## src/tmc_pkg.sv

```systemverilog
// ============================================================================
// TCP MSS clamp parser package
// Shared result type, register indexes and protocol constants.
// ============================================================================
package tmc_pkg;

	localparam int CFG_INDEX_W = 1;

	localparam logic [CFG_INDEX_W-1:0] REG_MIN_MSS_IPV4 = 1'b0;
	localparam logic [CFG_INDEX_W-1:0] REG_MIN_MSS_IPV6 = 1'b1;

	localparam logic [15:0] MIN_MSS_IPV4_RST = 16'd536;
	localparam logic [15:0] MIN_MSS_IPV6_RST = 16'd1220;

	localparam logic [3:0]  IP_VER4        = 4'd4;
	localparam logic [3:0]  IP_VER6        = 4'd6;
	localparam logic [3:0]  IPV4_MIN_IHL   = 4'd5;
	localparam logic [7:0]  PROTO_TCP      = 8'd6;
	localparam logic [15:0] OVERHEAD_IPV4  = 16'd40;
	localparam logic [15:0] OVERHEAD_IPV6  = 16'd60;

	localparam logic [6:0]  IPV4_PROTO_POS = 7'd9;
	localparam logic [6:0]  IPV6_NXT_POS   = 7'd6;
	localparam logic [6:0]  IPV6_HDR_LEN   = 7'd40;
	localparam logic [6:0]  TCP_DOFF_POS   = 7'd12;
	localparam logic [6:0]  TCP_FLAGS_POS  = 7'd13;
	localparam logic [6:0]  TCP_CKSUM_POS  = 7'd16;
	localparam logic [6:0]  TCP_HDR_MIN    = 7'd20;

	localparam logic [7:0]  OPT_END        = 8'd0;
	localparam logic [7:0]  OPT_NOP        = 8'd1;
	localparam logic [7:0]  OPT_MSS        = 8'd2;
	localparam logic [7:0]  OPT_LEN_MIN    = 8'd2;
	localparam logic [7:0]  OPT_MSS_LEN    = 8'd4;

	typedef struct packed {
		logic        clamp_needed;
		logic [6:0]  mss_offset;
		logic [15:0] original_mss;
		logic [15:0] new_mss;
		logic [6:0]  checksum_offset;
		logic [15:0] packet_length;
	} result_t;

endpackage

```

## src/tmc_cfg_regs.sv

```systemverilog
// ============================================================================
// TCP MSS clamp configuration registers
// Holds the per-version MSS floors written through the configuration channel.
// ============================================================================
module tmc_cfg_regs (
	input  logic                              clk,
	input  logic                              arst_n,
	input  logic                              cfg_valid,
	output logic                              cfg_ready,
	input  logic [tmc_pkg::CFG_INDEX_W-1:0]   cfg_index,
	input  logic [15:0]                       cfg_data,
	output logic [15:0]                       min_mss_ipv4,
	output logic [15:0]                       min_mss_ipv6
);

	logic [15:0] min_mss_ipv4_q;
	logic [15:0] min_mss_ipv6_q;

	assign cfg_ready    = 1'b1;
	assign min_mss_ipv4 = min_mss_ipv4_q;
	assign min_mss_ipv6 = min_mss_ipv6_q;

	always_ff @(posedge clk or negedge arst_n) begin
		if (!arst_n) begin
			min_mss_ipv4_q <= tmc_pkg::MIN_MSS_IPV4_RST;
			min_mss_ipv6_q <= tmc_pkg::MIN_MSS_IPV6_RST;
		end else if (cfg_valid) begin
			unique case (cfg_index)
				tmc_pkg::REG_MIN_MSS_IPV4: min_mss_ipv4_q <= cfg_data;
				tmc_pkg::REG_MIN_MSS_IPV6: min_mss_ipv6_q <= cfg_data;
				default: ;
			endcase
		end
	end

endmodule

```

## src/tmc_parse.sv

```systemverilog
// ============================================================================
// TCP MSS clamp header parser
// Per-byte IP/TCP header and option walk; forms the edit on the last byte.
// ============================================================================
module tmc_parse #(
	parameter int COUNT_BITS = 16
) (
	input  logic                 clk,
	input  logic                 arst_n,
	input  logic                 en,
	input  logic [7:0]           data_byte,
	input  logic                 last_byte,
	input  logic [15:0]          path_mtu,
	input  logic [15:0]          min_mss_ipv4,
	input  logic [15:0]          min_mss_ipv6,
	output tmc_pkg::result_t     result
);

	typedef enum logic [1:0] {
		HK_UNKNOWN = 2'd0,
		HK_IPV4    = 2'd1,
		HK_IPV6    = 2'd2,
		HK_OTHER   = 2'd3
	} kind_t;

	typedef enum logic [2:0] {
		PH_KIND      = 3'd0,
		PH_LEN_OTHER = 3'd1,
		PH_LEN_MSS   = 3'd2,
		PH_MSS_HI    = 3'd3,
		PH_SKIP      = 3'd4,
		PH_DONE      = 3'd5,
		PH_MSS_LO    = 3'd6
	} phase_t;

	localparam logic [COUNT_BITS-1:0] CNT_MAX = {COUNT_BITS{1'b1}};

	logic [COUNT_BITS-1:0] pos_q, pos_n;
	kind_t                 kind_q, kind_n;
	logic [6:0]            start_q, start_n;
	logic [6:0]            opt_end_q, opt_end_n;
	logic                  syn_q, syn_n;
	phase_t                phase_q, phase_n;
	logic [7:0]            skip_q, skip_n;
	logic                  mss_found_q, mss_found_n;
	logic [15:0]           found_mss_q, found_mss_n;
	logic [6:0]            found_off_q, found_off_n;
	logic [15:0]           allowed_q, allowed_n;

	logic [COUNT_BITS-1:0] start_ext;
	logic [6:0]            pos7;
	logic [15:0]           mtu_v4;
	logic [15:0]           mtu_v6;
	logic [7:0]            kind_reach;
	logic [8:0]            len_reach;
	logic                  edit_ok;

	always_comb begin
		start_ext   = COUNT_BITS'(start_q);
		pos7        = pos_q[6:0];
		mtu_v4      = path_mtu - tmc_pkg::OVERHEAD_IPV4;
		mtu_v6      = path_mtu - tmc_pkg::OVERHEAD_IPV6;
		kind_reach  = {1'b0, pos7} + 8'd1;
		len_reach   = {2'b00, pos7} - 9'd1 + {1'b0, data_byte};

		pos_n       = (pos_q != CNT_MAX) ? pos_q + 1'b1 : pos_q;
		kind_n      = kind_q;
		start_n     = start_q;
		opt_end_n   = opt_end_q;
		syn_n       = syn_q;
		phase_n     = phase_q;
		skip_n      = skip_q;
		mss_found_n = mss_found_q;
		found_mss_n = found_mss_q;
		found_off_n = found_off_q;
		allowed_n   = allowed_q;

		if (pos_q == '0) begin
			if (data_byte[7:4] == tmc_pkg::IP_VER4 && data_byte[3:0] >= tmc_pkg::IPV4_MIN_IHL) begin
				kind_n    = HK_IPV4;
				start_n   = {1'b0, data_byte[3:0], 2'b00};
				allowed_n = (mtu_v4 < min_mss_ipv4) ? min_mss_ipv4 : mtu_v4;
			end else if (data_byte[7:4] == tmc_pkg::IP_VER6) begin
				kind_n    = HK_IPV6;
				start_n   = tmc_pkg::IPV6_HDR_LEN;
				allowed_n = (mtu_v6 < min_mss_ipv6) ? min_mss_ipv6 : mtu_v6;
			end else begin
				kind_n = HK_OTHER;
			end
		end else if (kind_q == HK_IPV4 || kind_q == HK_IPV6) begin
			if ((kind_q == HK_IPV4 && pos_q == COUNT_BITS'(tmc_pkg::IPV4_PROTO_POS)) ||
			    (kind_q == HK_IPV6 && pos_q == COUNT_BITS'(tmc_pkg::IPV6_NXT_POS))) begin
				if (data_byte != tmc_pkg::PROTO_TCP) begin
					kind_n = HK_OTHER;
				end
			end else if (pos_q == start_ext + COUNT_BITS'(tmc_pkg::TCP_DOFF_POS)) begin
				opt_end_n = start_q + {1'b0, data_byte[7:4], 2'b00};
			end else if (pos_q == start_ext + COUNT_BITS'(tmc_pkg::TCP_FLAGS_POS)) begin
				syn_n = data_byte[1];
			end else if (syn_q && pos_q >= start_ext + COUNT_BITS'(tmc_pkg::TCP_HDR_MIN) &&
			             pos_q < COUNT_BITS'(opt_end_q)) begin
				unique case (phase_q)
					PH_KIND: begin
						if (data_byte == tmc_pkg::OPT_END) begin
							phase_n = PH_DONE;
						end else if (data_byte == tmc_pkg::OPT_NOP) begin
							phase_n = PH_KIND;
						end else if (kind_reach >= {1'b0, opt_end_q}) begin
							phase_n = PH_DONE;
						end else if (data_byte == tmc_pkg::OPT_MSS) begin
							phase_n = PH_LEN_MSS;
						end else begin
							phase_n = PH_LEN_OTHER;
						end
					end
					PH_LEN_OTHER, PH_LEN_MSS: begin
						if (data_byte < tmc_pkg::OPT_LEN_MIN || len_reach > {2'b00, opt_end_q}) begin
							phase_n = PH_DONE;
						end else if (phase_q == PH_LEN_MSS && data_byte == tmc_pkg::OPT_MSS_LEN) begin
							found_off_n = pos7 + 7'd1;
							phase_n     = PH_MSS_HI;
						end else if (data_byte == tmc_pkg::OPT_LEN_MIN) begin
							phase_n = PH_KIND;
						end else begin
							skip_n  = data_byte - tmc_pkg::OPT_LEN_MIN;
							phase_n = PH_SKIP;
						end
					end
					PH_MSS_HI: begin
						found_mss_n = {data_byte, 8'h00};
						phase_n     = PH_MSS_LO;
					end
					PH_MSS_LO: begin
						found_mss_n = {found_mss_q[15:8], data_byte};
						mss_found_n = 1'b1;
						phase_n     = PH_DONE;
					end
					PH_SKIP: begin
						skip_n = skip_q - 8'd1;
						if (skip_n == 8'd0) begin
							phase_n = PH_KIND;
						end
					end
					default: ;
				endcase
			end
		end

		edit_ok = (kind_n == HK_IPV4 || kind_n == HK_IPV6) && syn_n && mss_found_n &&
		          pos_n >= COUNT_BITS'(start_n) + COUNT_BITS'(tmc_pkg::TCP_HDR_MIN) &&
		          pos_n >= COUNT_BITS'(opt_end_n);

		result.clamp_needed    = edit_ok && (found_mss_n > allowed_n);
		result.mss_offset      = edit_ok ? found_off_n : 7'd0;
		result.original_mss    = edit_ok ? found_mss_n : 16'd0;
		result.new_mss         = edit_ok ? allowed_n : 16'd0;
		result.checksum_offset = edit_ok ? start_n + tmc_pkg::TCP_CKSUM_POS : 7'd0;
		result.packet_length   = 16'(pos_n);
	end

	always_ff @(posedge clk or negedge arst_n) begin
		if (!arst_n) begin
			pos_q       <= '0;
			kind_q      <= HK_UNKNOWN;
			start_q     <= '0;
			opt_end_q   <= '0;
			syn_q       <= 1'b0;
			phase_q     <= PH_KIND;
			skip_q      <= '0;
			mss_found_q <= 1'b0;
			found_mss_q <= '0;
			found_off_q <= '0;
			allowed_q   <= '0;
		end else if (en) begin
			if (last_byte) begin
				pos_q       <= '0;
				kind_q      <= HK_UNKNOWN;
				start_q     <= '0;
				opt_end_q   <= '0;
				syn_q       <= 1'b0;
				phase_q     <= PH_KIND;
				skip_q      <= '0;
				mss_found_q <= 1'b0;
				found_mss_q <= '0;
				found_off_q <= '0;
				allowed_q   <= '0;
			end else begin
				pos_q       <= pos_n;
				kind_q      <= kind_n;
				start_q     <= start_n;
				opt_end_q   <= opt_end_n;
				syn_q       <= syn_n;
				phase_q     <= phase_n;
				skip_q      <= skip_n;
				mss_found_q <= mss_found_n;
				found_mss_q <= found_mss_n;
				found_off_q <= found_off_n;
				allowed_q   <= allowed_n;
			end
		end
	end

endmodule

```

## src/tcp_mss_clamp_parser_unit.sv

```systemverilog
// ============================================================================
// TCP MSS clamp parser unit
// Streams packet bytes, finds the MSS option of TCP SYN segments, and emits
// one clamp edit per packet.
// ============================================================================
// The slave stream carries one packet byte per transfer, with the path MTU
// beside it and tlast on the final byte; the MTU is used from the first byte.
// The master stream carries one edit per packet, presented after its last
// byte; tuser is set when the MSS has to be rewritten.
// The configuration channel writes the IPv4 and IPv6 MSS floors; it is always
// ready and should be used between packets.
// Each byte is taken into an input register and parsed from there; one byte
// is accepted every cycle while no last byte waits on the output register.
// The edit passes from the input register's last byte into the output register.
// The edit sits in an output register. While it waits, bytes of the next
// packet keep flowing; only the next last byte waits until the edit leaves.
// Reset clears the parse state and empties both registers; the MSS floors
// return to 536 for IPv4 and 1220 for IPv6.
// ============================================================================
module tcp_mss_clamp_parser_unit #(
	parameter int COUNT_BITS = 16
) (
	input  logic                            clk,
	input  logic                            arst_n,
	input  logic                            s_axis_tvalid,
	output logic                            s_axis_tready,
	// [7:0] data_byte, [23:8] path_mtu
	input  logic [23:0]                     s_axis_tdata,
	input  logic                            s_axis_tlast,
	output logic                            m_axis_tvalid,
	input  logic                            m_axis_tready,
	// [6:0] mss_offset, [22:7] original_mss, [38:23] new_mss,
	// [45:39] checksum_offset, [61:46] packet_length, [63:62] zero
	output logic [63:0]                     m_axis_tdata,
	// [0] clamp_needed
	output logic                            m_axis_tuser,
	input  logic                            cfg_valid,
	output logic                            cfg_ready,
	input  logic [tmc_pkg::CFG_INDEX_W-1:0] cfg_index,
	input  logic [15:0]                     cfg_data
);

	logic             s1_valid_q;
	logic [7:0]       s1_byte_s1;
	logic             s1_last_s1;
	logic [15:0]      s1_mtu_s1;
	logic             adv;
	logic             out_free;
	logic             out_valid_q;
	tmc_pkg::result_t res;
	tmc_pkg::result_t out_q;
	logic [15:0]      min_mss_ipv4;
	logic [15:0]      min_mss_ipv6;

	assign out_free      = !out_valid_q || m_axis_tready;
	assign adv           = s1_valid_q && (!s1_last_s1 || out_free);
	assign s_axis_tready = !s1_valid_q || adv;

	tmc_cfg_regs u_cfg (
		.clk          (clk),
		.arst_n       (arst_n),
		.cfg_valid    (cfg_valid),
		.cfg_ready    (cfg_ready),
		.cfg_index    (cfg_index),
		.cfg_data     (cfg_data),
		.min_mss_ipv4 (min_mss_ipv4),
		.min_mss_ipv6 (min_mss_ipv6)
	);

	tmc_parse #(
		.COUNT_BITS (COUNT_BITS)
	) u_parse (
		.clk          (clk),
		.arst_n       (arst_n),
		.en           (adv),
		.data_byte    (s1_byte_s1),
		.last_byte    (s1_last_s1),
		.path_mtu     (s1_mtu_s1),
		.min_mss_ipv4 (min_mss_ipv4),
		.min_mss_ipv6 (min_mss_ipv6),
		.result       (res)
	);

	always_ff @(posedge clk or negedge arst_n) begin
		if (!arst_n) begin
			s1_valid_q <= 1'b0;
		end else if (s_axis_tready) begin
			s1_valid_q <= s_axis_tvalid;
		end
	end

	always_ff @(posedge clk) begin
		if (s_axis_tvalid && s_axis_tready) begin
			s1_byte_s1 <= s_axis_tdata[7:0];
			s1_last_s1 <= s_axis_tlast;
			s1_mtu_s1  <= s_axis_tdata[23:8];
		end
	end

	always_ff @(posedge clk or negedge arst_n) begin
		if (!arst_n) begin
			out_valid_q <= 1'b0;
		end else if (adv && s1_last_s1) begin
			out_valid_q <= 1'b1;
		end else if (m_axis_tready) begin
			out_valid_q <= 1'b0;
		end
	end

	always_ff @(posedge clk) begin
		if (adv && s1_last_s1) begin
			out_q <= res;
		end
	end

	assign m_axis_tvalid = out_valid_q;
	assign m_axis_tuser  = out_q.clamp_needed;
	assign m_axis_tdata  = {2'b00, out_q.packet_length, out_q.checksum_offset,
	                        out_q.new_mss, out_q.original_mss, out_q.mss_offset};

`ifndef SYNTHESIS
	a_last_waits: assert property (@(posedge clk) disable iff (!arst_n)
		s1_valid_q && s1_last_s1 && out_valid_q && !m_axis_tready |-> !s_axis_tready)
		else $error("last byte advanced while the edit register was held");

	a_edit_source: assert property (@(posedge clk) disable iff (!arst_n)
		!out_valid_q ##1 out_valid_q |-> $past(adv && s1_last_s1))
		else $error("edit appeared without a last byte being parsed");

	a_clamp_smaller: assert property (@(posedge clk) disable iff (!arst_n)
		out_valid_q && out_q.clamp_needed |-> out_q.original_mss > out_q.new_mss)
		else $error("clamp flagged without the MSS exceeding the limit");

	a_length_nonzero: assert property (@(posedge clk) disable iff (!arst_n)
		out_valid_q |-> out_q.packet_length != 16'd0)
		else $error("edit reports an empty packet");
`endif

endmodule

```

## config.mk

```make
export PLATFORM = sky130hd
export DESIGN_NAME = tcp_mss_clamp_parser_unit
export DESIGN_NICKNAME = d
export VERILOG_FILES = /design/src/tmc_pkg.sv /design/src/tmc_cfg_regs.sv /design/src/tmc_parse.sv /design/src/tcp_mss_clamp_parser_unit.sv
export SDC_FILE = /design/constraint.sdc
export NUM_CORES = 1
export LEC_CHECK = 0
export ABC_AREA = 1
export CORE_MARGIN = 2
export CORE_UTILIZATION = 65
export DETAILED_ROUTE_END_ITERATION = 7
export DONT_BUFFER_PORTS = 1
export PLACE_DENSITY_LB_ADDON = 0.25
export SLEW_MARGIN = 20
export SYNTH_ARGS = -nofsm -noshare
export SYNTH_HDL_FRONTEND = slang
export SYNTH_HIERARCHICAL = 1
export SYNTH_SLANG_ARGS = --single-unit
```

## constraint.sdc

```tcl
create_clock -name clk -period 5.5 [get_ports clk]
set_input_delay 0.55 -clock clk [delete_from_list [all_inputs] [get_ports clk]]
set_output_delay 0.55 -clock clk [all_outputs]
set_load 0.01 [all_outputs]
```

**Word-level counts from Yosys, hierarchy flattened**

Cells that the tools add are included.

- Word-level logic and storage cells: 202
- Register bits after elaboration: 206
- Output and inout bits: 68

- Muxes and demuxes: 85
- Reduce and logical (&&, ||, !) cells: 38
- $lt $le $gt $ge: 11
- Add/sub/neg operators: 15
- Bitwise operators: 1
- Equal/unequal tests: 28

Operator list:

| kind | number |
|---|---|
| 16-bit two-way mux | 15 |
| 7-bit two-way mux | 19 |
| 8-bit two-way mux | 10 |
| 3-bit two-way mux | 14 |
| 16-bit equality test | 2 |
| 16-bit greater-or-equal comparator | 2 |
| 16-bit < comparator | 2 |
| 16-bit case mux with 2 select lines | 1 |
| 16-bit by 6-bit subtractor with 16-bit output (second input constant) | 2 |
| 1-bit two-way mux | 17 |
| 16-bit by 1-bit adder with 16-bit output (second input constant) | 1 |
| 7-bit by 4-bit adder with 8-bit output (second input constant) | 2 |
| 7-bit by 5-bit adder with 8-bit output (second input constant) | 2 |
| 16-bit by 3-bit equality test with 1-bit output (second input constant) | 1 |
| 16-bit by 4-bit equality test with 1-bit output (second input constant) | 1 |
| 16-bit by 7-bit greater-or-equal comparator with 1-bit output | 1 |
| 16-bit > comparator | 1 |
| 16-bit zero test | 1 |
| 8-bit zero test | 2 |
| 16-bit by 7-bit < comparator with 1-bit output | 1 |
| 16-bit inequality test (second input constant) | 1 |
| 8-bit case mux with 2 select lines | 1 |
| 3-bit case mux with 5 select lines | 1 |
| 1-bit logical AND | 14 |
| 37 further kinds | 64 |

**Depth between registers and ports, before layout**

- Word-level depth: 14
- Mapped depth: 29
- Depth with buffers taken out: 28

**Hierarchy**

Netlist, hierarchy kept.

Modules (own cells, without submodules):

| module | times used | cells each | area an instance (um^2) | sequential area each (um^2) |
|---|---|---|---|---|
| tmc_parse | 1 | 1,632 | 10,502.6 | 2,102.0 |
| tcp_mss_clamp_parser_unit | 1 | 106 | 2,771.4 | 2,692.6 |
| tmc_cfg_regs | 1 | 142 | 1,340.0 | 809.5 |

**Worst setup path before layout**

OpenSTA, ideal clock, no wires.

- Path kind: register -> register
- Start: register s1_mtu_s1[3]
- End: register out_q (netlist bit m_axis_tuser) (data pin)
- Setup time: 254 ps
- Stages on the path, launching flop included: 26
- Path slack: 1,527 ps
- Arrival time: 3,719 ps
- Path buffers: 1
- Required time: 5,246 ps
- Cell sequence: edfxtp_1 > inv_1 > ha_1 > or2_2 > nand2_1 > inv_1 > nand2_1 > xor2_1 > ha_1 > a21oi_1 > o21ai_0 > a21oi_1 > clkbuf_1 > nand3_1 > nand3_1 > nand2_1 > nand2_1 > nand2_1 > ha_1 > a21oi_1 > o21a_1 > o221ai_1 > nand2_1 > o2111ai_1 > nand2_1 > nor2_1

RTL lines:

| element | RTL line | source |
|---|---|---|
| start: declaration | tcp_mss_clamp_parser_unit.sv:46 | `logic [15:0] s1_mtu_s1;` |
| start signal: assignment | tcp_mss_clamp_parser_unit.sv:96 | `s1_mtu_s1 <= s_axis_tdata[23:8];` |
| end signal: assignment | tcp_mss_clamp_parser_unit.sv:112 | `out_q <= res;` |
| end: declaration | tcp_mss_clamp_parser_unit.sv:51 | `tmc_pkg::result_t out_q;` |

==> impl_metrics.csv <==
group,metric,value,unit
clock_network,clock-root-buffer,"clkbuf_16",
global_routing,grt_max_degree,119,
clock_network,clkLatencyLatePin,0.53,ns
hold_path,hold_path_class,"input port to asynchronous set/reset pin",
yosys,synth-seq-cells,206,
power_and_ir_drop,irDropWorstVdd,0.301,mV
clock_network,cts_made_buffers,23,
floorplan,start_util,66.6,%
sta,hold_viol_final,17,
sta,tightest_slew,1.06,ns
floorplan,die_x,154,microns
finish,regArea,5600,sq um
yosys,synth_edf_count,88,
yosys,netlist_area,14600,sq um
outcome,violations,"hold timing",
clock_network,htreeDepth,1,
flow_run,max_cap_viol_count,0,
placement,hpwl,30000,microns
placement,place_ws,0.749,ns
power_and_ir_drop,powerDensity,312,nW/um^2
global_routing,grt_pass1_vias,11700,
floorplan,die_area,23700,sq um
power_and_ir_drop,p_comb_share,29.8,%
floorplan,core-area,22000,sq um
yosys,synth_area_per_cell,7.77,sq um
global_routing,grt_overflow_total,0,
clock_network,cts_sinks,206,
critical_path,r2r-end,"m_axis_tuser",
critical_path,setup.worst_path.class,"flip-flop to flip-flop",
route,wl_per_cell,18.4,microns
power_and_ir_drop,power.share.switching,35.9,%
sta,rsz0062_at_grt,"no",
critical_path,cp-end-kind,"flip-flop",
sta,min_period,4.83,ns
floorplan,core.rowCount,54,
route,firstDrtPassIters,6,
finish,nNetsFinal,2036,
critical_path,ff2ff_path_depth,24,
floorplan,die_h,154,microns
placement,portBuffers,0,
sta,period_share,87.9,%
sta,max_slew_margin,29.4,%
power_and_ir_drop,p_leak,7.49,nW
route,drt-total-wl,39900,microns
route,vias,12800,
placement,gp_congestion,1.03,
sta,whs,-0.0379,ns
yosys,synthArstFlopShare,57.3,%
critical_path,startpoint_type,"flip-flop",
route,ant_nets,0,
sta,fmax,207,MHz
power_and_ir_drop,intPower,3.11,mW
finish,fillers,1763,
sta,setup_violations,0,
clock_network,cts_tree,"yes",
route,vias_per_cell,5.91,
finish,area_delta_synth_final,6.22,%
global_routing,grtUsageTotal,33.8,%
sta,fin_ws,0.667,ns
critical_path,worst-r2r-setup-slack,0.67,ns
sta,fin_setup_tns,0,ns
route,drt_iter0_markers,1317,
power_and_ir_drop,p_total,4.85,mW
outcome,status,"complete, but fails checks",
yosys,synth-main-ff-cell,"dfrtp_1",
critical_path,worstPathRequired,5.78,ns
clock_network,clk_pin_slew,0.07,ns
finish,drive_gt1_share,8.92,%
sta,drv_slew,0,
yosys,syn_inst,1880,
clock_network,post-cts-setup-buffer-count,0,
power_and_ir_drop,clockPowerShare,31.8,%
power_and_ir_drop,switching_power,1.74,mW
floorplan,io_pins,115,
sta,finClkSkew,0.0103,ns
critical_path,cp-startpoint,"s1_mtu_s1[2]",
route,drcViolationCount,0,
yosys,synthDistinctLibCells,61,
yosys,yosysSeqAreaShare,38.3,%
clock_network,clockBufferDepth,3,
finish,multi_input_area,7640,sq um
critical_path,cp_max_fo,17,
global_routing,antenna_found_initial,3,
global_routing,grt_pass1_wl,63100,microns
critical_path,reg2reg_from,"s1_mtu_s1[2]",
yosys,ys_warn_count,6,
critical_path,worstPathArrival,5.11,ns
power_and_ir_drop,seqPwrFrac,38.4,%
-- cells in the mapped netlist, drive strengths merged, types with 3 or more instances --
library cell    n  area (sq um)
o21bai          4          30.0
xnor2           7          61.3
a21oi          69           357
nand3         202          1040
clkinv          4          20.0
nand4          36           244
nand2         538          2090
o211ai          3          22.5
buf            33           298
clkbuf         23          86.3
dfstp           7           184
a31oi           3          18.8
ha            120          1500
nor3           19           116
dfrtp         111          2780
o21ai          81           413
nor2          177           956
o22ai          27           175
inv           259           980
xor2           42           368
edfxtp         88          2640
-- placed cells by master (no fill, tap or decap), types with 4 or more instances in the layout --
master       n
nand2_1    518
inv_1      241
nand3_1    197
nor2_1     131
ha_1       120
dfrtp_1    111
edfxtp_1    88
a21oi_1     66
o21ai_0     64
xor2_1      42
nor2_4      33
nand4_1     33
o22ai_1     26
clkbuf_16   23
nand2_2     17
inv_2       16
nor3_1      16
buf_4       15
o21ai_1     15
nor2_2      12
dfstp_2      7
xnor2_1      7
inv_6        6
clkinv_4     5
nand3_2      5
clkbuf_8     4
o21bai_1     4
-- final cells by class --
type,instances,area share [%]
clock buffer,30,4.13
tap,280,2.26
inverter,263,6.44
multi-input combinational,1356,49.2
timing repair buffer,17,1.03
sequential,206,36.1
antenna,2,0.0322
clock inverter,12,0.782
-- power groups by stage --
stage                     Sequential [mW]  Clock, mW  Combinational, mW
after floorplan                      1.84          0               1.08
after global placement               1.88          0               1.33
after detailed placement             1.88          0               1.37
after CTS                            1.85       1.57               1.42
after global routing                 1.87       1.62               1.64
final                                1.86       1.54               1.44
-- worst max-delay path: stages (launching register included) --
cell and delay (ns):
edfxtp_1 0.48, ha_1 0.27, nand3_1 0.18, nand2_1 0.12, nor3_1 0.26, nand2_1 0.11, xor2_1 0.18, ha_1 0.28
nand3_1 0.10, nor3_1 0.15, nand2_1 0.37, nand2_1 0.57, nand2_1 0.10, nand3_1 0.09, nand2_1 0.07, nand2_1 0.09
nand2_1 0.12, ha_1 0.32, a21oi_1 0.16, o21a_1 0.14, o221ai_1 0.11, nand2_1 0.09, o2111ai_1 0.09, nand2_1 0.08
nor2_1 0.05
-- timing repair --
action,CTS,global route
endpoints found under the hold margin,118,0
gates resized for setup,0,0
hold buffers,1,0
setup endpoints to repair,0,0
-- worst max path at each step --
stage               slack, ns           end
floorplan                1.53  m_axis_tuser
global placement         0.92  m_axis_tuser
detailed placement       0.75  m_axis_tuser
CTS                      0.74  m_axis_tuser
global route             0.20  m_axis_tuser
finish                   0.67  m_axis_tuser
-- registers in the layout, indices dropped and copies added (netlist names) --
| signal | cells |
|---|---|
| m_axis_tdata | 62 |
| s1_mtu_s1 | 16 |
| u_cfg/min_mss_ipv4 | 16 |
| u_cfg/min_mss_ipv6 | 16 |
| u_parse/allowed_q | 16 |
| u_parse/found_mss_q | 16 |
| u_parse/pos_q | 16 |
| s1_byte_s1 | 8 |
| u_parse/skip_q | 8 |
| u_parse/found_off_q | 7 |
| u_parse/opt_end_q | 7 |
| u_parse/start_q | 7 |
| u_parse/phase_q | 3 |
| u_parse/kind_q | 2 |
| m_axis_tuser | 1 |
| m_axis_tvalid | 1 |
| s1_last_s1 | 1 |
| s1_valid_q | 1 |
| u_parse/mss_found_q | 1 |
| u_parse/syn_q | 1 |
-- logic make-up (layout without fill, tap and decap cells) --
logic type               Yosys count  after routing  synth area share (%)
flip-flops                       206            206                  38.3
other                              2              5                0.0514
AO/OA/AOI/OAI                    202            202                  7.78
buffers and inverters            319            322                  9.47
adder cells (fa/ha/maj)          122            122                  10.5
XOR/XNOR                          49             49                  2.94
AND/OR/NAND/NOR                  980            980                  30.9
-- metal layers --
layer  part of all wire (%)  GRT usage (%)
met5                  0.033              0
met4                    2.9           9.52
met1                     45           49.8
met3                     10           8.31
met2                     42           49.6
-- stage by stage --
step | util [%] | hold slack, ns | instance area [sq um] | instances
finish | 70.7 | -0.0379 | 15500 | 2166
global route | 70.7 | 0.0281 | 15500 | 2165
CTS | 70.7 | 0.0213 | 15500 | 2164
detailed placement | 67.1 | 0.258 | 14700 | 2121
global placement | 67.1 | 0.257 | 14700 | 2121
floorplan | - | 0.254 | 14600 | 1881
Note: power is estimated with default switching activity, not from simulation.
